### config.mk
export PLATFORM = sky130hd
export DESIGN_NAME = imu_offset_nulling_calibrator_core
export DESIGN_NICKNAME = d
export VERILOG_FILES = /design/src/hw/rtl/imuonc_pkg.sv /design/src/hw/rtl/imuonc_axis.sv /design/src/hw/rtl/imu_offset_nulling_calibrator_core.sv
export SDC_FILE = /design/constraint.sdc
export NUM_CORES = 1
export LEC_CHECK = 0
export ABC_AREA = 0
export BUFFER_PORTS_ARGS = -buffer_cell sky130_fd_sc_hd__buf_2
export CAP_MARGIN = 20
export CORE_MARGIN = 10
export CORE_UTILIZATION = 55
export CTS_CLUSTER_DIAMETER = 80
export DETAILED_ROUTE_END_ITERATION = 8
export HOLD_SLACK_MARGIN = 0.03
export MAX_ROUTING_LAYER = met4
export PLACE_DENSITY = 0.8
export SLEW_MARGIN = 20
export SYNTH_ARGS = -nofsm -noshare
export SYNTH_HDL_FRONTEND = slang
export SYNTH_SLANG_ARGS = --single-unit
### constraint.sdc
create_clock -name clk -period 20.2 [get_ports clk]
set_input_delay 2.02 -clock clk [delete_from_list [all_inputs] [get_ports clk]]
set_output_delay 2.02 -clock clk [all_outputs]
set_load 0.01 [all_outputs]
### src/hw/rtl/imuonc_pkg.sv
// Shared types and constants for the IMU offset nulling calibrator.
`default_nettype none
package imuonc_pkg;

	localparam int NUM_AXES = 6;
	localparam int NUM_GYRO = 3;

	typedef logic signed [15:0] sample_t;
	typedef logic [15:0]        word_t;
	typedef logic [14:0]        limit_t;

	// per-axis status handed from an axis slice to the top level
	typedef struct packed {
		logic  locked_q;   // current sticky lock
		logic  lock_next;  // lock after the sample being processed
		word_t sum;        // factory offset plus next adjustment, wrapped
	} axis_stat_t;

endpackage
`default_nettype wire

### src/hw/rtl/imuonc_axis.sv
// One axis slice: adjustment counter, sticky lock and offset sum.
`default_nettype none
module imuonc_axis
	import imuonc_pkg::*;
(
	input  wire logic       clk,
	input  wire logic       arst_n,
	input  wire logic       step,
	input  wire sample_t    reading,
	input  wire limit_t     limit,
	input  wire sample_t    factory,
	output axis_stat_t      stat
);

	word_t adj_q;
	word_t adj_next;
	logic  locked_q;
	word_t mag;
	logic  in_limit;

	// 16-bit negate: -32768 stays 0x8000, i.e. 32768, and never locks
	assign mag      = reading[15] ? (word_t'(~reading) + 16'd1) : word_t'(reading);
	assign in_limit = (mag <= {1'b0, limit});

	always_comb begin
		adj_next = adj_q;
		if (step && !locked_q) begin
			if (reading < 0) begin
				adj_next = adj_q + 16'd1;
			end else if (reading != 0) begin
				adj_next = adj_q - 16'd1;
			end
		end
	end

	always_ff @(posedge clk or negedge arst_n) begin
		if (!arst_n) begin
			adj_q    <= '0;
			locked_q <= 1'b0;
		end else if (step) begin
			adj_q    <= adj_next;
			locked_q <= locked_q | in_limit;
		end
	end

	assign stat.locked_q  = locked_q;
	assign stat.lock_next = locked_q | (step & in_limit);
	assign stat.sum       = word_t'(factory) + adj_next;

endmodule
`default_nettype wire

### src/hw/rtl/imu_offset_nulling_calibrator_core.sv
// Top level of the IMU offset nulling calibrator: input stage, axis slices, result register.
// Path: input register, then result register; out_valid rises when the result register is loaded.
// Throughput: one sample per cycle while out_stall is low; the per-axis step and lock compare are combinational.
// The input register lets a new transaction in while a finished result waits on out_stall.
// Reset (arst_n low, async): adjustments and locks cleared, first sample is discarded,
// factory offsets 0, both lock limits 1, no transaction held in either register.
`default_nettype none
module imu_offset_nulling_calibrator_core
	import imuonc_pkg::*;
(
	input  wire logic        clk,
	input  wire logic        arst_n,
	// configuration write port
	input  wire logic        cfg_write_en,
	input  wire logic [2:0]  cfg_index,
	input  wire logic [15:0] cfg_data,
	// sample input channel
	input  wire logic        in_valid,
	output logic             in_stall,
	input  wire sample_t     gyro_x,
	input  wire sample_t     gyro_y,
	input  wire sample_t     gyro_z,
	input  wire sample_t     accel_x,
	input  wire sample_t     accel_y,
	input  wire sample_t     accel_z,
	// result channel
	output logic             out_valid,
	input  wire logic        out_stall,
	output logic             write_valid,
	output logic             done_res,
	output word_t            gyro_word_x,
	output word_t            gyro_word_y,
	output word_t            gyro_word_z,
	output word_t            accel_word_x,
	output word_t            accel_word_y,
	output word_t            accel_word_z
);

	typedef enum logic [2:0] {
		CFG_FAC_GX  = 3'd0,
		CFG_FAC_GY  = 3'd1,
		CFG_FAC_GZ  = 3'd2,
		CFG_FAC_AX  = 3'd3,
		CFG_FAC_AY  = 3'd4,
		CFG_FAC_AZ  = 3'd5,
		CFG_G_LIMIT = 3'd6,
		CFG_A_LIMIT = 3'd7
	} cfg_reg_t;

	typedef enum logic [1:0] {
		PH_DISCARD,
		PH_RUN,
		PH_DONE
	} phase_t;

	// ---------------- configuration registers ----------------
	sample_t factory_q [NUM_AXES];
	limit_t  gyro_limit_q;
	limit_t  accel_limit_q;

	always_ff @(posedge clk or negedge arst_n) begin
		if (!arst_n) begin
			for (int i = 0; i < NUM_AXES; i++) begin
				factory_q[i] <= '0;
			end
			gyro_limit_q  <= 15'd1;
			accel_limit_q <= 15'd1;
		end else if (cfg_write_en) begin
			case (cfg_reg_t'(cfg_index))
				CFG_FAC_GX:  factory_q[0]  <= cfg_data;
				CFG_FAC_GY:  factory_q[1]  <= cfg_data;
				CFG_FAC_GZ:  factory_q[2]  <= cfg_data;
				CFG_FAC_AX:  factory_q[3]  <= cfg_data;
				CFG_FAC_AY:  factory_q[4]  <= cfg_data;
				CFG_FAC_AZ:  factory_q[5]  <= cfg_data;
				CFG_G_LIMIT: gyro_limit_q  <= cfg_data[14:0];
				CFG_A_LIMIT: accel_limit_q <= cfg_data[14:0];
				default: ;
			endcase
		end
	end

	// ---------------- input register (stage 1) ----------------
	logic    in_valid_s1;
	sample_t sample_s1 [NUM_AXES];
	logic    move;   // stage 1 transaction is processed into the result register
	logic    in_take;

	assign move     = in_valid_s1 && (!out_valid || !out_stall);
	assign in_stall = in_valid_s1 && !move;
	assign in_take  = in_valid && !in_stall;

	always_ff @(posedge clk or negedge arst_n) begin
		if (!arst_n) begin
			in_valid_s1 <= 1'b0;
		end else if (in_take) begin
			in_valid_s1 <= 1'b1;
		end else if (move) begin
			in_valid_s1 <= 1'b0;
		end
	end

	always_ff @(posedge clk) begin
		if (in_take) begin
			sample_s1[0] <= gyro_x;
			sample_s1[1] <= gyro_y;
			sample_s1[2] <= gyro_z;
			sample_s1[3] <= accel_x;
			sample_s1[4] <= accel_y;
			sample_s1[5] <= accel_z;
		end
	end

	// ---------------- axis slices ----------------
	phase_t          phase_q;
	logic            step;
	axis_stat_t      stat [NUM_AXES];
	logic [NUM_AXES-1:0] locked_now;
	logic [NUM_AXES-1:0] locked_next;

	// adjustments only move on samples that arrive while calibrating
	assign step = move && (phase_q == PH_RUN);

	for (genvar a = 0; a < NUM_AXES; a++) begin : g_axis
		imuonc_axis u_axis (
			.clk     (clk),
			.arst_n  (arst_n),
			.step    (step),
			.reading (sample_s1[a]),
			.limit   ((a < NUM_GYRO) ? gyro_limit_q : accel_limit_q),
			.factory (factory_q[a]),
			.stat    (stat[a])
		);
		assign locked_now[a]  = stat[a].locked_q;
		assign locked_next[a] = stat[a].lock_next;
	end

	// ---------------- phase and result register ----------------
	always_ff @(posedge clk or negedge arst_n) begin
		if (!arst_n) begin
			phase_q     <= PH_DISCARD;
			out_valid   <= 1'b0;
			write_valid <= 1'b0;
			done_res    <= 1'b0;
		end else begin
			if (move) begin
				out_valid <= 1'b1;
				case (phase_q)
					PH_DISCARD: begin
						phase_q     <= PH_RUN;
						write_valid <= 1'b0;
						done_res    <= 1'b0;
					end
					PH_RUN: begin
						if (&locked_next) begin
							// the completing sample: adjustments land, no write
							phase_q     <= PH_DONE;
							write_valid <= 1'b0;
							done_res    <= 1'b1;
						end else begin
							write_valid <= 1'b1;
							done_res    <= 1'b0;
						end
					end
					default: begin
						write_valid <= 1'b0;
						done_res    <= 1'b1;
					end
				endcase
			end else if (out_valid && !out_stall) begin
				out_valid <= 1'b0;
			end
		end
	end

	logic emit_words;
	assign emit_words = (phase_q == PH_RUN) && !(&locked_next);

	// words are zero whenever no register write is requested
	always_ff @(posedge clk) begin
		if (move) begin
			if (emit_words) begin
				gyro_word_x  <= stat[0].sum;
				gyro_word_y  <= stat[1].sum;
				gyro_word_z  <= stat[2].sum;
				accel_word_x <= {stat[3].sum[14:0], 1'b0};
				accel_word_y <= {stat[4].sum[14:0], 1'b0};
				accel_word_z <= {stat[5].sum[14:0], 1'b0};
			end else begin
				gyro_word_x  <= '0;
				gyro_word_y  <= '0;
				gyro_word_z  <= '0;
				accel_word_x <= '0;
				accel_word_y <= '0;
				accel_word_z <= '0;
			end
		end
	end

	// ---------------- assertions ----------------
	a_wv_done_excl: assert property (@(posedge clk) disable iff (!arst_n)
		out_valid |-> !(write_valid && done_res))
		else $error("write_valid and done_res both set");

	a_done_sticky: assert property (@(posedge clk) disable iff (!arst_n)
		phase_q == PH_DONE |=> phase_q == PH_DONE)
		else $error("left done phase without reset");

	a_wv_not_all_locked: assert property (@(posedge clk) disable iff (!arst_n)
		(out_valid && write_valid) |-> !(&locked_now))
		else $error("write requested with all axes locked");

	a_discard_no_locks: assert property (@(posedge clk) disable iff (!arst_n)
		phase_q == PH_DISCARD |-> locked_now == '0)
		else $error("axis locked before first sample was discarded");

	a_step_needs_s1: assert property (@(posedge clk) disable iff (!arst_n)
		step |-> (in_valid_s1 && (phase_q == PH_RUN)))
		else $error("axis step without a held sample");

endmodule
`default_nettype wire

==> flow_metrics.env, run 1 <==
export IMPL_numClockSinks=417
export IMPL_min_period_ps=6520
export IMPL_wl_per_cell_um=20.3
export IMPL_cts_root_buf="clkbuf_16"
export IMPL_io_pins=220
export IMPL_antenna_found_initial=5
export IMPL_track_usage=0.235
export IMPL_drc=0
export IMPL_synth_area_leaders="edfxtp_1 22%, dfrtp_1 22%, ha_1 9.5%, xnor2_1 7.0%, mux2_2 5.5%"
export IMPL_clock_latency_ps=590
export IMPL_overflow=0
export IMPL_ys_seq_elements=417
export IMPL_holdBufCountCts=0
export IMPL_yosys_area_top_type="edfxtp_1"
export IMPL_antenna_left=0
export IMPL_netlist_instances=2375
export IMPL_critPathCaptureType="register"
export IMPL_ir_drop_uv=89.0
export IMPL_clk_pin_slew_ps=60
export IMPL_synth_area_um2=25600
export IMPL_die_width_um=236
export IMPL_io_buffers=216
export IMPL_finalClockSkew_ps=20.8
export IMPL_period_share=0.323
export IMPL_cap_violations=0
export IMPL_die_y_um=236
export IMPL_synth_edf_count=189
export IMPL_fillers=3574
export IMPL_p_leak_nw=12.2
export IMPL_tns_ps=0
export IMPL_cp_max_fo=25
export IMPL_total_power_w=0.00385
export IMPL_dpl_cell_area_um2=27100
export IMPL_fin_nets=2879
export IMPL_vias_per_cell=5.93
export IMPL_start_util=0.560
export IMPL_worst_pin_slew_ps=1090
export IMPL_cts_resized=0
export IMPL_cp_data_arrival_time_ps=6820
export IMPL_postLayoutCellArea_um2=28700
export IMPL_placed_cells=3108
export IMPL_grt_pass1_wl_um=103000
export IMPL_synth_cell_types=88
export IMPL_dp_hpwl_um=47100
export IMPL_clock_fmax_mhz=153
export IMPL_critPathRequiredTime_ps=20500
export IMPL_async_flop_share=0.547
export IMPL_wl_um=64800
export IMPL_htreeDepth=2
export IMPL_die_area_um2=55500
export IMPL_grt_setup_unrepaired="false"
export IMPL_cts_tree="yes"
export IMPL_cts_buffers=46
export IMPL_clockBufferDepth=3
export IMPL_drtIter0Drc=1635
export IMPL_core_area_um2=45700
export IMPL_drive_above_1_share=0.200
export IMPL_start_kind="primary input"
export IMPL_post_cts_setup_buffers=0
export IMPL_num_rows=78
export IMPL_yosys_top_cells_count="226 x dfrtp_1, 205 x xnor2_1, 195 x ha_1"
export IMPL_syn_avg_cell_area_um2=10.8
export IMPL_critical_path_class="in -> reg"
export IMPL_instances_no_fill=3197
export IMPL_synth_most_common_cell="dfrtp_1"
export IMPL_vias=19000
export IMPL_finalMaxSlewViolations=0
export IMPL_first_global_vias=19200
export IMPL_relSlewSlack=0.271
export IMPL_hold_path_class="reg -> reg"
export IMPL_setup_viol=0
export IMPL_grt_max_degree=97
export IMPL_outcome="completed"
export IMPL_firstDrtPassIters=5
export IMPL_area_delta_synth_final_pct=12.4
export IMPL_ys_warn_count=0
export IMPL_yosys_area_top_type_share=0.222
export IMPL_globalplace_congestion=0.919
export IMPL_synth_flop_cell="dfrtp_1"
export IMPL_p_per_area_nw_per_um2=134
export IMPL_synth_seq_area_share=0.445
export IMPL_finalHoldViolations=0
## power breakdown
group | internal [W] | leakage, nW | switching [W]
clock | 0.000532 | 0.784 | 0.000345
combinational | 0.000669 | 6.79 | 0.000943
sequential | 0.00115 | 4.65 | 0.000214
## final timing paths
path	cells past startpoint	slack, ps	startpoint	end
min reg2reg	1	470	g_axis[3].u_axis.adj_q[14]	g_axis[3].u_axis.adj_q[14]
min	1	470	g_axis[3].u_axis.adj_q[14]	g_axis[3].u_axis.adj_q[14]
max in group asynchronous	3	16720	arst_n	g_axis[2].u_axis.adj_q[10]
min in group asynchronous	1	1400	arst_n	g_axis[5].u_axis.adj_q[7]
max	17	13680	out_stall	gyro_word_y[14]
max reg2reg	15	13790	sample_s1[4][2]	accel_word_z[10]
## worst max-delay path, stage by stage
cell and delay (ps):
buf_2 110, a21bo_2 310, inv_4 290, nand2_1 440
nor2_1 550, and2_0 350, xnor2_1 120, ha_1 230
fa_1 420, a21oi_1 160, nor2b_1 70, o311ai_0 510
a21oi_1 240, a221o_1 360, o41a_1 330, xnor2_1 250
nor2_4 40
## final cells by class
cell class,count,area [um2],area share
Clock inverter,17,219,0.00762
Sequential cell,417,11400,0.396
Clock buffer,67,1360,0.0475
Inverter,97,367,0.0128
Multi-Input combinational cell,1765,13400,0.467
Timing Repair Buffer,231,1220,0.0425
Tap cell,600,751,0.0261
Antenna cell,3,7.51,0.000261
## through the flow
stage	setup WS [ps]	hold slack [ps]	util
2_1_floorplan	12200	441	-
3_3_place_gp	13250	452	0.593
3_5_place_dp	13060	465	0.593
4_1_cts	13690	474	0.628
5_1_grt	13320	478	0.629
6_report	13680	474	0.629
## cell families (layout without fill, tap and decap cells)
family,after synthesis,after routing,share of synthesized area
adder cells (fa/ha/maj),201,201,0.100
XOR/XNOR,324,324,0.112
buffers and inverters,195,412,0.0320
other,1,6,0.000147
AO/OA/AOI/OAI,408,408,0.104
multiplexers,132,132,0.0578
flip-flops,417,417,0.445
AND/OR/NAND/NOR,697,697,0.148
## flip-flops by register name (all words and copies together), names as in the netlist, 2 cells and up
signal	cells
sample_s1	96
factory_q	93
g_axis.u_axis.adj_q	93
gyro_word_x	16
gyro_word_y	16
gyro_word_z	16
accel_limit_q	15
accel_word_x	15
accel_word_y	15
accel_word_z	15
gyro_limit_q	15
g_axis.u_axis.locked_q	6
phase_q	2
## cells in the final DEF (no fill, tap or decap), types with 25 or more instances in the layout
cell type and n:
dfrtp_1 226, buf_2 215, xnor2_1 205, ha_1 195, edfxtp_1 189, nor2_1 165, nand2_1 135, mux2_2 124
xor2_1 116, a21oi_1 100, o21ai_0 97, inv_1 96, nor3_1 76, clkbuf_16 49, nand3_1 48, nor2_4 37
nand4_1 31, a21o_1 31, o31ai_1 30, or4_1 28, nor4_1 25
## per-layer routing
layer	wire length, um	track usage	vias to the layer above
met5	0	-	-
met1	26800	0.289	9198
met4	2470	0.0984	0
met2	30700	0.376	653
li1	-	-	8956
met3	4860	0.0434	151
No activity file was read; power rests on OpenSTA's default activity.
==> inputs of run 2 (changes only) <==
Settings changed: PLACE_DENSITY 0.8 to 0.83.
Clock period 20.2 ns to 5.9 ns, I/O delays scaled along.
==> run 2 against run 1 <==
  * Global-route usage fell by 0.090 points
  * Combinational power rose to 3.5 times the previous value
  * Largest cell class unchanged
  * Highest routed layer unchanged
  * Clock power rose to 3.4 times the previous value
  * Sequential power rose to 3.4 times the previous value
  * Register-to-register slack got worse by 13000 ps
==> flow_metrics.env, run 2 (synthesis results as in run 1) <==
export IMPL_placed_cells=3119
export IMPL_regMostFlops="sample_s1"
export IMPL_critPathRequiredTime_ps=6240
export IMPL_holdBufCountCts=1
export IMPL_final_cell_mix="226 x dfrtp_1, 215 x buf_2, 205 x xnor2_1"
export IMPL_clock_fmax_mhz=186
export IMPL_post_cts_setup_buffers=0
export IMPL_vias=19000
export IMPL_io_pins=220
export IMPL_clk_pin_slew_ps=60
export IMPL_wl_um=65700
export IMPL_ir_drop_uv=361
export IMPL_final_common_cell="dfrtp_1"
export IMPL_period_share=0.909
export IMPL_cts_resized=0
export IMPL_io_buffers=216
export IMPL_grt_pass1_wl_um=102000
export IMPL_drive_above_1_share=0.203
export IMPL_cap_violations=0
export IMPL_timing_final_ws_setup_ps=538
export IMPL_cts_tree="yes"
export IMPL_finalHoldViolations=0
export IMPL_core_area_um2=45700
export IMPL_antenna_left=0
export IMPL_cp_max_fo=47
export IMPL_htreeDepth=2
export IMPL_die_width_um=236
export IMPL_top_regs="sample_s1 (96), factory_q (93), g_axis.u_axis.adj_q (93)"
export IMPL_firstDrtPassIters=6
export IMPL_fin_nets=2890
export IMPL_place_ws_ps=645
export IMPL_finalClockSkew_ps=21.0
export IMPL_dp_hpwl_um=48300
export IMPL_largest_reg_flops=96
export IMPL_instances_no_fill=3207
export IMPL_clockBufferDepth=3
export IMPL_numClockSinks=417
export IMPL_outcome="completed"
export IMPL_grt_setup_unrepaired="false"
export IMPL_tns_ps=0
export IMPL_multi_input_area_um2=13400
export IMPL_cp_data_arrival_time_ps=5700
export IMPL_hold_path_class="in -> reg"
export IMPL_die_area_um2=55500
export IMPL_drc=0
export IMPL_wl_per_cell_um=20.5
export IMPL_start_kind="register"
export IMPL_globalplace_congestion=0.912
export IMPL_relSlewSlack=0.298
export IMPL_regArea_um2=11400
export IMPL_start_util=0.560
export IMPL_antenna_found_initial=2
export IMPL_cts_root_buf="clkbuf_16"
export IMPL_p_leak_nw=12.3
export IMPL_overflow=0
export IMPL_setup_viol=0
export IMPL_vias_per_cell=5.94
export IMPL_drtIter0Drc=1487
export IMPL_first_global_vias=19000
export IMPL_finalMaxSlewViolations=0
export IMPL_grt_max_degree=90
export IMPL_clock_latency_ps=600
export IMPL_critPathCaptureType="register"
export IMPL_worst_pin_slew_ps=1050
export IMPL_fillers=3524
export IMPL_critical_path_class="reg -> reg"
export IMPL_die_y_um=236
export IMPL_cts_buffers=46
export IMPL_track_usage=0.234
export IMPL_antenna_cells=0
export IMPL_total_power_w=0.0132
export IMPL_p_per_area_nw_per_um2=457
export IMPL_min_period_ps=5360
export IMPL_area_delta_synth_final_pct=12.6
export IMPL_num_rows=78
==> run 2: cell type report <==
cell class / count / area share
Inverter: 97 / 0.0128
Timing Repair Buffer: 242 / 0.0461
Clock buffer: 61 / 0.0444
Multi-Input combinational cell: 1765 / 0.466
Clock inverter: 25 / 0.00965
Sequential cell: 417 / 0.395
Tap cell: 600 / 0.0261
==> run 2: report_power, final <==
group          internal [W]  switching [W]
Sequential          0.00393       0.000739
Combinational       0.00233        0.00324
Clock               0.00171        0.00123
Total               0.00797        0.00520
==> run 2: critical path: stages, from the launching register on <==
cell	delay, ps
edfxtp_1	450
or4_1	630
or4_1	520
o41ai_1	350
xnor2_1	190
ha_1	280
and3_1	170
a221oi_1	280
o21ai_0	120
a2111oi_0	670
a2bb2oi_1	310
nand4_2	180
o21ai_4	410
buf_12	350
nor2_1	120
==> run 2: metal layers <==
metal / track usage / vias to the layer above / part of all wire
met3: 0.0455 / 163 / 0.074
met2: 0.376 / 719 / 0.47
met1: 0.287 / 9173 / 0.42
met5: - / - / 0
met4: 0.0936 / 0 / 0.039
li1: - / 8990 / -
==> run 2: per-stage QoR <==
step / instance area, um2 / util / hold WS [ps]
floorplan: 25600 / - / 294
global placement: 27200 / 0.595 / 453
detailed placement: 27200 / 0.596 / 466
CTS: 28800 / 0.630 / 127
global route: 28800 / 0.630 / 140
finish: 28800 / 0.630 / 159
==> run 2: worst paths after layout <==
check / from / end / slack (ps) / cells after the start
max in group asynchronous: arst_n / factory_q[61] / 4020 / 3
max: sample_s1[4][2] / accel_word_z[5] / 540 / 14
max reg2reg: sample_s1[4][2] / accel_word_z[5] / 540 / 14
min reg2reg: g_axis[2].u_axis.adj_q[15] / g_axis[2].u_axis.adj_q[15] / 480 / 1
min in group asynchronous: arst_n / factory_q[6] / 600 / 2
min: accel_x[14] / sample_s1[3][14] / 160 / 1
